**src/rtl/sic_pkg.sv**
```systemverilog
// Package for the SSH identification line classifier: codes, limits and match tables.
`default_nettype none

package sic_pkg;

    localparam int MAX_LINE_DEF = 255;

    // Parse phases
    localparam logic [1:0] PH_PREFIX  = 2'd0;
    localparam logic [1:0] PH_PROTO   = 2'd1;
    localparam logic [1:0] PH_SOFT    = 2'd2;
    localparam logic [1:0] PH_COMMENT = 2'd3;

    // Line classes
    localparam logic [2:0] CL_NOT_SSH     = 3'd0;
    localparam logic [2:0] CL_MALFORMED   = 3'd1;
    localparam logic [2:0] CL_ACCEPTED    = 3'd2;
    localparam logic [2:0] CL_FALLBACK    = 3'd3;
    localparam logic [2:0] CL_UNSUPPORTED = 3'd4;

    // Configuration register indexes
    localparam logic REG_FALLBACK = 1'b0;
    localparam logic REG_COMPAT   = 1'b1;

    localparam int         COMPAT_ENTRIES = 4;
    localparam logic [7:0] CH_DASH        = 8'h2D;
    localparam logic [7:0] CH_SPACE       = 8'h20;

    function automatic logic [7:0] ident_head_char(input logic [1:0] idx);
        logic [7:0] c;
        case (idx)
            2'd0:    c = 8'h53;
            2'd1:    c = 8'h53;
            2'd2:    c = 8'h48;
            default: c = CH_DASH;
        endcase
        return c;
    endfunction

    // "2.0"
    function automatic logic [7:0] ver_two_char(input logic [1:0] idx);
        logic [7:0] c;
        case (idx)
            2'd0:    c = 8'h32;
            2'd1:    c = 8'h2E;
            2'd2:    c = 8'h30;
            default: c = 8'h00;
        endcase
        return c;
    endfunction

    // "1.99"
    function automatic logic [7:0] ver_one99_char(input logic [1:0] idx);
        logic [7:0] c;
        case (idx)
            2'd0:    c = 8'h31;
            2'd1:    c = 8'h2E;
            default: c = 8'h39;
        endcase
        return c;
    endfunction

    // "1."
    function automatic logic [7:0] ver_one_char(input logic [1:0] idx);
        logic [7:0] c;
        case (idx)
            2'd0:    c = 8'h31;
            default: c = 8'h2E;
        endcase
        return c;
    endfunction

    function automatic logic [3:0] compat_len(input logic [1:0] entry);
        logic [3:0] n;
        case (entry)
            2'd0:    n = 4'd4;
            2'd1:    n = 4'd5;
            2'd2:    n = 4'd3;
            default: n = 4'd11;
        endcase
        return n;
    endfunction

    function automatic logic [5:0] compat_flags(input logic [1:0] entry);
        logic [5:0] f;
        case (entry)
            2'd0:    f = 6'h1F;
            2'd1:    f = 6'h0D;
            2'd2:    f = 6'h08;
            default: f = 6'h20;
        endcase
        return f;
    endfunction

    // Software version prefix table, one byte per call
    function automatic logic [7:0] compat_char(input logic [1:0] entry,
                                               input logic [3:0] idx);
        logic [7:0] c;
        c = 8'h00;
        case (entry)
            2'd0: begin
                case (idx)
                    4'd0:    c = 8'h32;
                    4'd1:    c = 8'h2E;
                    4'd2:    c = 8'h30;
                    4'd3:    c = 8'h2E;
                    default: c = 8'h00;
                endcase
            end
            2'd1: begin
                case (idx)
                    4'd0:    c = 8'h32;
                    4'd1:    c = 8'h2E;
                    4'd2:    c = 8'h31;
                    4'd3:    c = 8'h2E;
                    4'd4:    c = 8'h30;
                    default: c = 8'h00;
                endcase
            end
            2'd2: begin
                case (idx)
                    4'd0:    c = 8'h33;
                    4'd1:    c = 8'h2E;
                    4'd2:    c = 8'h30;
                    default: c = 8'h00;
                endcase
            end
            default: begin
                case (idx)
                    4'd0:    c = 8'h53;
                    4'd1:    c = 8'h75;
                    4'd2:    c = 8'h6E;
                    4'd3:    c = 8'h5F;
                    4'd4:    c = 8'h53;
                    4'd5:    c = 8'h53;
                    4'd6:    c = 8'h48;
                    4'd7:    c = 8'h5F;
                    4'd8:    c = 8'h31;
                    4'd9:    c = 8'h2E;
                    4'd10:   c = 8'h30;
                    default: c = 8'h00;
                endcase
            end
        endcase
        return c;
    endfunction

endpackage

`default_nettype wire

```
**src/rtl/ssh_ident_line_classifier_top.sv**
```systemverilog
// SSH identification line classifier: top level, byte-per-cycle parser.
// Throughput: one byte per cycle, stalled only while a result waits under out_stall;
// the per-byte parse step sits between the input register and the result register.
// Reset (rst_n, async, active low) clears parse state, valids and config
// (fallback_enable = 0, compat_enable = 1).
`default_nettype none

module ssh_ident_line_classifier_top
    import sic_pkg::*;
#(
    parameter int MAX_LINE = MAX_LINE_DEF
) (
    input  wire logic       clk,
    input  wire logic       rst_n,

    input  wire logic       cfg_write_enable,
    input  wire logic       cfg_index,
    input  wire logic       cfg_data,

    input  wire logic       in_valid,
    output logic            in_stall,
    input  wire logic [7:0] line_byte,
    input  wire logic       last_byte,

    output logic            out_valid,
    input  wire logic       out_stall,
    output logic [2:0]      line_class,
    output logic [7:0]      protocol_length,
    output logic [7:0]      software_length,
    output logic [7:0]      comment_length,
    output logic [5:0]      bug_flags
);

    localparam int CNT_W  = $clog2(MAX_LINE + 1);
    localparam int WIDE_W = (CNT_W > 8) ? CNT_W : 8;
    localparam logic [CNT_W-1:0]  CNT_MAX = CNT_W'(MAX_LINE);
    localparam logic [WIDE_W-1:0] LEN_CAP = WIDE_W'(255);

    // configuration
    logic fallback_en_reg;
    logic compat_en_reg;

    // input register
    logic       s1_valid_reg;
    logic [7:0] s1_byte_reg;
    logic       s1_last_reg;

    // parse state
    logic [2:0]       pos_reg, pos_next;       // only "below 4" matters; saturates at 4
    logic [1:0]       phase_reg, phase_next;
    logic             prefix_ok_reg, prefix_ok_next;
    logic [CNT_W-1:0] proto_cnt_reg, proto_cnt_next;
    logic [CNT_W-1:0] soft_cnt_reg, soft_cnt_next;
    logic [CNT_W-1:0] cmt_cnt_reg, cmt_cnt_next;
    logic [2:0]       ver_match_reg, ver_match_next;
    logic [3:0]       compat_match_reg, compat_match_next;

    // result register
    logic       out_valid_reg;
    logic [2:0] class_reg;
    logic [7:0] proto_len_reg, soft_len_reg, cmt_len_reg;
    logic [5:0] flags_reg;

    logic       advance;
    logic       step;
    logic [2:0] class_next;
    logic [7:0] proto_len_next, soft_len_next, cmt_len_next;
    logic [5:0] flags_next;

    assign advance  = !out_valid_reg || !out_stall;
    assign step     = s1_valid_reg && advance;
    assign in_stall = s1_valid_reg && !advance;

    function automatic logic [CNT_W-1:0] sat_inc(input logic [CNT_W-1:0] v);
        return (v < CNT_MAX) ? v + CNT_W'(1) : CNT_MAX;
    endfunction

    function automatic logic [7:0] cap_len(input logic [CNT_W-1:0] v);
        logic [WIDE_W-1:0] w;
        w = WIDE_W'(v);
        return (w > LEN_CAP) ? 8'hFF : w[7:0];
    endfunction

    always_ff @(posedge clk or negedge rst_n)
    begin
        if (!rst_n)
        begin
            fallback_en_reg <= 1'b0;
            compat_en_reg   <= 1'b1;
        end
        else if (cfg_write_enable)
        begin
            case (cfg_index)
                REG_FALLBACK: fallback_en_reg <= cfg_data;
                REG_COMPAT:   compat_en_reg   <= cfg_data;
                default:      ;
            endcase
        end
    end

    always_ff @(posedge clk or negedge rst_n)
    begin
        if (!rst_n)
            s1_valid_reg <= 1'b0;
        else if (!in_stall)
            s1_valid_reg <= in_valid;
    end

    always_ff @(posedge clk)
    begin
        if (!in_stall && in_valid)
        begin
            s1_byte_reg <= line_byte;
            s1_last_reg <= last_byte;
        end
    end

    // Per-byte parse step
    always_comb
    begin
        logic [7:0]       b;
        logic [1:0]       pidx;
        logic [CNT_W-1:0] s;
        logic [3:0]       sidx;
        b    = s1_byte_reg;
        pidx = proto_cnt_reg[1:0];
        s    = soft_cnt_reg;
        sidx = s[3:0];

        pos_next          = (pos_reg < 3'd4) ? pos_reg + 3'd1 : pos_reg;
        phase_next        = phase_reg;
        prefix_ok_next    = prefix_ok_reg;
        proto_cnt_next    = proto_cnt_reg;
        soft_cnt_next     = soft_cnt_reg;
        cmt_cnt_next      = cmt_cnt_reg;
        ver_match_next    = ver_match_reg;
        compat_match_next = compat_match_reg;

        case (phase_reg)
            PH_PREFIX:
            begin
                if (prefix_ok_reg && pos_reg < 3'd4)
                begin
                    if (b != ident_head_char(pos_reg[1:0]))
                        prefix_ok_next = 1'b0;
                    if (pos_reg == 3'd3 && b == ident_head_char(pos_reg[1:0]))
                        phase_next = PH_PROTO;
                end
            end
            PH_PROTO:
            begin
                if (b == CH_DASH)
                    phase_next = PH_SOFT;
                else
                begin
                    if (proto_cnt_reg < CNT_W'(3) && b != ver_two_char(pidx))
                        ver_match_next[0] = 1'b0;
                    if (proto_cnt_reg >= CNT_W'(4) || b != ver_one99_char(pidx))
                        ver_match_next[1] = 1'b0;
                    if (proto_cnt_reg < CNT_W'(2) && b != ver_one_char(pidx))
                        ver_match_next[2] = 1'b0;
                    proto_cnt_next = sat_inc(proto_cnt_reg);
                end
            end
            PH_SOFT:
            begin
                if (b == CH_SPACE)
                    phase_next = PH_COMMENT;
                else
                begin
                    for (int i = 0; i < COMPAT_ENTRIES; i++)
                    begin
                        if (s < CNT_W'(compat_len(2'(i))) &&
                            b != compat_char(2'(i), sidx))
                            compat_match_next[i] = 1'b0;
                    end
                    soft_cnt_next = sat_inc(soft_cnt_reg);
                end
            end
            default:
                cmt_cnt_next = sat_inc(cmt_cnt_reg);
        endcase
    end

    // Line verdict from the updated state
    always_comb
    begin
        logic lens;
        logic hit;
        lens       = 1'b0;
        hit        = 1'b0;
        flags_next = 6'd0;
        if (phase_next == PH_PREFIX)
            class_next = CL_NOT_SSH;
        else if (phase_next == PH_PROTO)
            class_next = CL_MALFORMED;
        else
        begin
            lens = 1'b1;
            if ((ver_match_next[0] && proto_cnt_next >= CNT_W'(3)) ||
                (ver_match_next[1] && proto_cnt_next == CNT_W'(4)))
            begin
                class_next = CL_ACCEPTED;
                if (compat_en_reg)
                begin
                    // first alive entry whose whole prefix was seen wins
                    for (int i = 0; i < COMPAT_ENTRIES; i++)
                    begin
                        if (!hit && compat_match_next[i] &&
                            soft_cnt_next >= CNT_W'(compat_len(2'(i))))
                        begin
                            hit        = 1'b1;
                            flags_next = compat_flags(2'(i));
                        end
                    end
                end
            end
            else if (fallback_en_reg && ver_match_next[2] &&
                     proto_cnt_next >= CNT_W'(2))
                class_next = CL_FALLBACK;
            else
                class_next = CL_UNSUPPORTED;
        end
        proto_len_next = lens ? cap_len(proto_cnt_next) : 8'd0;
        soft_len_next  = lens ? cap_len(soft_cnt_next)  : 8'd0;
        cmt_len_next   = lens ? cap_len(cmt_cnt_next)   : 8'd0;
    end

    always_ff @(posedge clk or negedge rst_n)
    begin
        if (!rst_n)
        begin
            pos_reg          <= 3'd0;
            phase_reg        <= PH_PREFIX;
            prefix_ok_reg    <= 1'b1;
            proto_cnt_reg    <= '0;
            soft_cnt_reg     <= '0;
            cmt_cnt_reg      <= '0;
            ver_match_reg    <= 3'b111;
            compat_match_reg <= 4'b1111;
        end
        else if (step)
        begin
            if (s1_last_reg)
            begin
                pos_reg          <= 3'd0;
                phase_reg        <= PH_PREFIX;
                prefix_ok_reg    <= 1'b1;
                proto_cnt_reg    <= '0;
                soft_cnt_reg     <= '0;
                cmt_cnt_reg      <= '0;
                ver_match_reg    <= 3'b111;
                compat_match_reg <= 4'b1111;
            end
            else
            begin
                pos_reg          <= pos_next;
                phase_reg        <= phase_next;
                prefix_ok_reg    <= prefix_ok_next;
                proto_cnt_reg    <= proto_cnt_next;
                soft_cnt_reg     <= soft_cnt_next;
                cmt_cnt_reg      <= cmt_cnt_next;
                ver_match_reg    <= ver_match_next;
                compat_match_reg <= compat_match_next;
            end
        end
    end

    always_ff @(posedge clk or negedge rst_n)
    begin
        if (!rst_n)
            out_valid_reg <= 1'b0;
        else if (step && s1_last_reg)
            out_valid_reg <= 1'b1;
        else if (!out_stall)
            out_valid_reg <= 1'b0;
    end

    always_ff @(posedge clk)
    begin
        if (step && s1_last_reg)
        begin
            class_reg     <= class_next;
            proto_len_reg <= proto_len_next;
            soft_len_reg  <= soft_len_next;
            cmt_len_reg   <= cmt_len_next;
            flags_reg     <= flags_next;
        end
    end

    assign out_valid       = out_valid_reg;
    assign line_class      = class_reg;
    assign protocol_length = proto_len_reg;
    assign software_length = soft_len_reg;
    assign comment_length  = cmt_len_reg;
    assign bug_flags       = flags_reg;

`ifndef NO_ASSERTIONS
    a_stall_only_when_full: assert property (@(posedge clk) disable iff (!rst_n)
        in_stall |-> (s1_valid_reg && out_valid_reg && out_stall))
        else $error("input stalled without a blocked result");

    a_result_from_last: assert property (@(posedge clk) disable iff (!rst_n)
        $rose(out_valid_reg) |-> $past(s1_valid_reg && s1_last_reg))
        else $error("result appeared without a last byte");

    a_no_lens_on_reject: assert property (@(posedge clk) disable iff (!rst_n)
        (out_valid_reg && (class_reg == CL_NOT_SSH || class_reg == CL_MALFORMED))
        |-> (proto_len_reg == 8'd0 && soft_len_reg == 8'd0 && cmt_len_reg == 8'd0))
        else $error("lengths reported for a rejected line");

    a_flags_only_accepted: assert property (@(posedge clk) disable iff (!rst_n)
        (out_valid_reg && flags_reg != 6'd0) |-> (class_reg == CL_ACCEPTED))
        else $error("peer flags on a line that was not accepted");
`endif

endmodule

`default_nettype wire
```
**config.mk**
```make
export PLATFORM = sky130hd
export DESIGN_NAME = ssh_ident_line_classifier_top
export DESIGN_NICKNAME = d
export VERILOG_FILES = /design/src/rtl/sic_pkg.sv /design/src/rtl/ssh_ident_line_classifier_top.sv
export SDC_FILE = /design/constraint.sdc
export NUM_CORES = 1
export LEC_CHECK = 0
export BUFFER_PORTS_ARGS = -buffer_cell sky130_fd_sc_hd__clkbuf_2
export CAP_MARGIN = 30
export CORE_MARGIN = 3
export CORE_UTILIZATION = 60
export CTS_CLUSTER_SIZE = 16
export DETAILED_ROUTE_END_ITERATION = 7
export PLACE_DENSITY = 0.86
export SLEW_MARGIN = 20
export SYNTH_ARGS = -nofsm -noshare
export SYNTH_HDL_FRONTEND = slang
export SYNTH_SLANG_ARGS = --single-unit
```
**constraint.sdc**
```tcl
create_clock -name clk -period 6.33 [get_ports clk]
set_clock_uncertainty 0.1 [all_clocks]
set_input_delay 0.3165 -clock clk [delete_from_list [all_inputs] [get_ports clk]]
set_output_delay 0.3165 -clock clk [all_outputs]
set_load 0.05 [all_outputs]
```
==> run_results.csv <==
group,metric,value,unit
drt,wirelength,12.5,mm
cts,h-tree-depth,3,
logic_synthesis,synth-async-reset-ratio,0.506,
worst_hold_path,whs_path_depth,1,
floorplan,core,8300,µm²
drt,wl_per_cell,18.0,µm
logic_synthesis,synth_top_area_cell,"edfxtp_1",
cts,cts_setup_buffers,0,
cts,clock_sinks,81,
setup_path,worstSetupPathType,"reg2reg",
global_route,grt_pass1_wl,20.3,mm
floorplan,die_h,98.8,µm
floorplan,ios,51,
logic_synthesis,ys_ff_latch,81,
power,clkPwrFrac,0.325,
power,comb_power_share,0.152,
cts,clk_latency,0.36,ns
setup_path,worstSetupStartpointType,"flip-flop",
place,io_buffers,50,
drt,drc,0,
setup_path,crit_arrival,3.41,ns
power,powerDensity,210,nW/µm²
setup_path,critPathMaxFanout,13,
power,leakage,2.15,nW
logic_synthesis,ys.flop_type,"edfxtp_1",
logic_synthesis,synth_seq_area_share,0.433,
setup_path,endpoint_kind,"flip-flop",
setup_path,crit_path_start,"s1_byte_reg[2]",
layout,num_antenna_cells,0,
layout,stdcell_area,5660,µm²
cts,cts_tree,"built",
sta,period_share,0.525,
layout,area_growth_syn_to_layout,9.44,%
cts,cts.clk_slew.worst_paths,0.09,ns
sta,finalMaxSlewViolations,0,
drt,antenna_left,0,
layout,nNetsFinal,620,
setup_path,worstReg2RegStart,"s1_byte_reg[2]",
logic_synthesis,avgSynthCellArea,9.26,µm²
sta,hold_viol_final,0,
sta,period_needed,3.32,ns
logic_synthesis,ys_warn_count,0,
place,placed_area,5440,µm²
setup_path,cp.required,6.42,ns
layout,layout-drive-gt1-share,0.171,
floorplan,fp.dieW,98.8,µm
drt,avgViaCountPerCell,6.48,
global_route,grtUsageTotal,0.256,
floorplan,rows,33,
logic_synthesis,yosysUniqueCellTypes,84,
drt,dr.first_iter.drc_count,377,
logic_synthesis,syn_inst,558,
sta,relSlewSlack,0.444,
run,max_cap_violations,0,
sta,rsz0062_at_grt,"no",
logic_synthesis,syn_area,5170,µm²
setup_path,r2r_cells,7,
global_route,grt_overflow,0,
cts,ctsLongestPathBuffers,2,
sta,max_freq,301,MHz
global_route,grt_pass1_vias,4102,
drt,dr_total_vias,4509,
floorplan,die_area,9760,µm²
status,status,"completed",
global_route,antenna_found_initial,0,
cts,root_buffer,"clkbuf_8",
power,switching_share,0.313,
cts,numCtsBuffers,9,
logic_synthesis,yosysTopAreaCellShare,0.232,
power,pwr-share-seq,0.522,
power,peakVddDrop,0.162,mV
sta,tightest_slew,0.827,ns
logic_synthesis,netlist_top_cells_area,"edfxtp_1 23%, dfrtp_1 15%, a21oi_1 5.0%, dfstp_2 4.6%, ha_1 4.4%",
worst_hold_path,min-delay-start,"line_byte[6]",
sta,tns,0,ns
drt,first_pass_iters,5,
logic_synthesis,synth_edf_count,40,
global_route,grt_max_degree,42,
logic_synthesis,synth_fp_nets,592,
place,gp_congestion,0.986,
floorplan,start_util,0.623,
power,p_int,0.000818,W
power,switching_power,0.000373,W
sta,setup_viol,0,
worst_hold_path,hold_path.class,"in2reg",
place,dp_hpwl,8.80,mm
-- critical path, stage by stage, from the launching register on --
cell and delay (ns):
edfxtp_1 0.62, or4_1 0.78, o311ai_1 0.54, mux2i_1 0.43, o31a_1 0.21, o22a_1 0.16
o21ai_1 0.09, nor4_2 0.23
-- per-stage QoR --
| stage | total power [W] | utilization | worst slack [ns] | hold WS [ns] | std cells |
|---|---|---|---|---|---|
| 2_1_floorplan | 0.000758 | - | 3.52 | -0.0791 | 558 |
| 5_1_grt | 0.00124 | 0.682 | 2.79 | 0.0164 | 696 |
| 3_5_place_dp | 0.000814 | 0.655 | 3.07 | 0.338 | 679 |
| 4_1_cts | 0.00120 | 0.682 | 3.06 | 0.0270 | 696 |
| 3_3_place_gp | 0.000803 | 0.654 | 3.11 | 0.316 | 678 |
| 6_report | 0.00119 | 0.682 | 3.01 | 0.0356 | 696 |
-- cell usage in the layout (no fill, tap or decap), types with 18 or more instances in the layout --
| master | netlist | routed |
|---|---|---|
| ha_1 | 18 | 18 |
| clkbuf_2 | 0 | 50 |
| nand2_1 | 44 | 44 |
| o21ai_0 | 25 | 25 |
| edfxtp_1 | 40 | 40 |
| dfrtp_1 | 32 | 32 |
| nor3_1 | 21 | 21 |
| nor2_1 | 51 | 51 |
| inv_1 | 25 | 25 |
| a21oi_1 | 52 | 51 |
-- area by class of cell --
class                      instances  area [µm²]
clock buffer                      10         149
fill                             638        2640
timing repair buffer              56         305
sequential                        81        2240
multi-input combinational        412        2680
clock inverter                     6        58.8
tap                              105         131
inverter                          26        97.6
-- what timing repair did --
item	in CTS	in global routing
resized for setup	0	0
hold buffers	1	0
hold endpoints to repair	32	0
-- synth_stat cells, drive strengths merged, types with 5 or more instances --
library cell,instances
a211oi,5
a21oi,52
a31oi,9
and3,5
buf,11
clkbuf,28
dfrtp,32
dfstp,9
edfxtp,40
ha,18
inv,25
nand2,45
nand2b,7
nand3,14
nand4,6
nand4b,5
nor2,51
nor2b,14
nor3,21
nor4,9
o21ai,27
o22a,5
o22ai,9
o31ai,5
xnor2,9
xor2,9
-- power groups by stage --
stage,Sequential (W),Clock (W),Combinational (W)
4_1_cts,0.000621,0.000394,0.000183
6_report,0.000622,0.000387,0.000181
3_5_place_dp,0.000632,0,0.000181
5_1_grt,0.000626,0.000416,0.000200
2_1_floorplan,0.000654,0,0.000104
3_3_place_gp,0.000629,0,0.000174
-- path summary, 6_finish.rpt --
path                                       end  slack (ns)
worst max-delay path              bug_flags[5]        3.01
worst min-delay path            s1_byte_reg[6]        0.04
worst max register to register    bug_flags[5]        3.01
worst min register to register   prefix_ok_reg        0.41
max in group asynchronous        prefix_ok_reg        5.27
min in group asynchronous       cmt_cnt_reg[6]        0.46
-- metal layers --
layer,track usage,up-vias,wire (µm)
met2,0.421,236,6050
met1,0.355,2122,5270
met5,0,-,0
met3,0.0361,26,985
li1,-,2125,-
met4,0.0746,0,203
-- kinds of logic after synthesis --
group | after synthesis | share of synthesized area
mux | 6 | 0.0121
compound gates | 165 | 0.224
simple gates | 205 | 0.207
fa+ha+maj | 18 | 0.0436
buf+inv | 65 | 0.0499
xor+xnor | 18 | 0.0305
flops | 81 | 0.433
(Power assumes the default switching activity.)
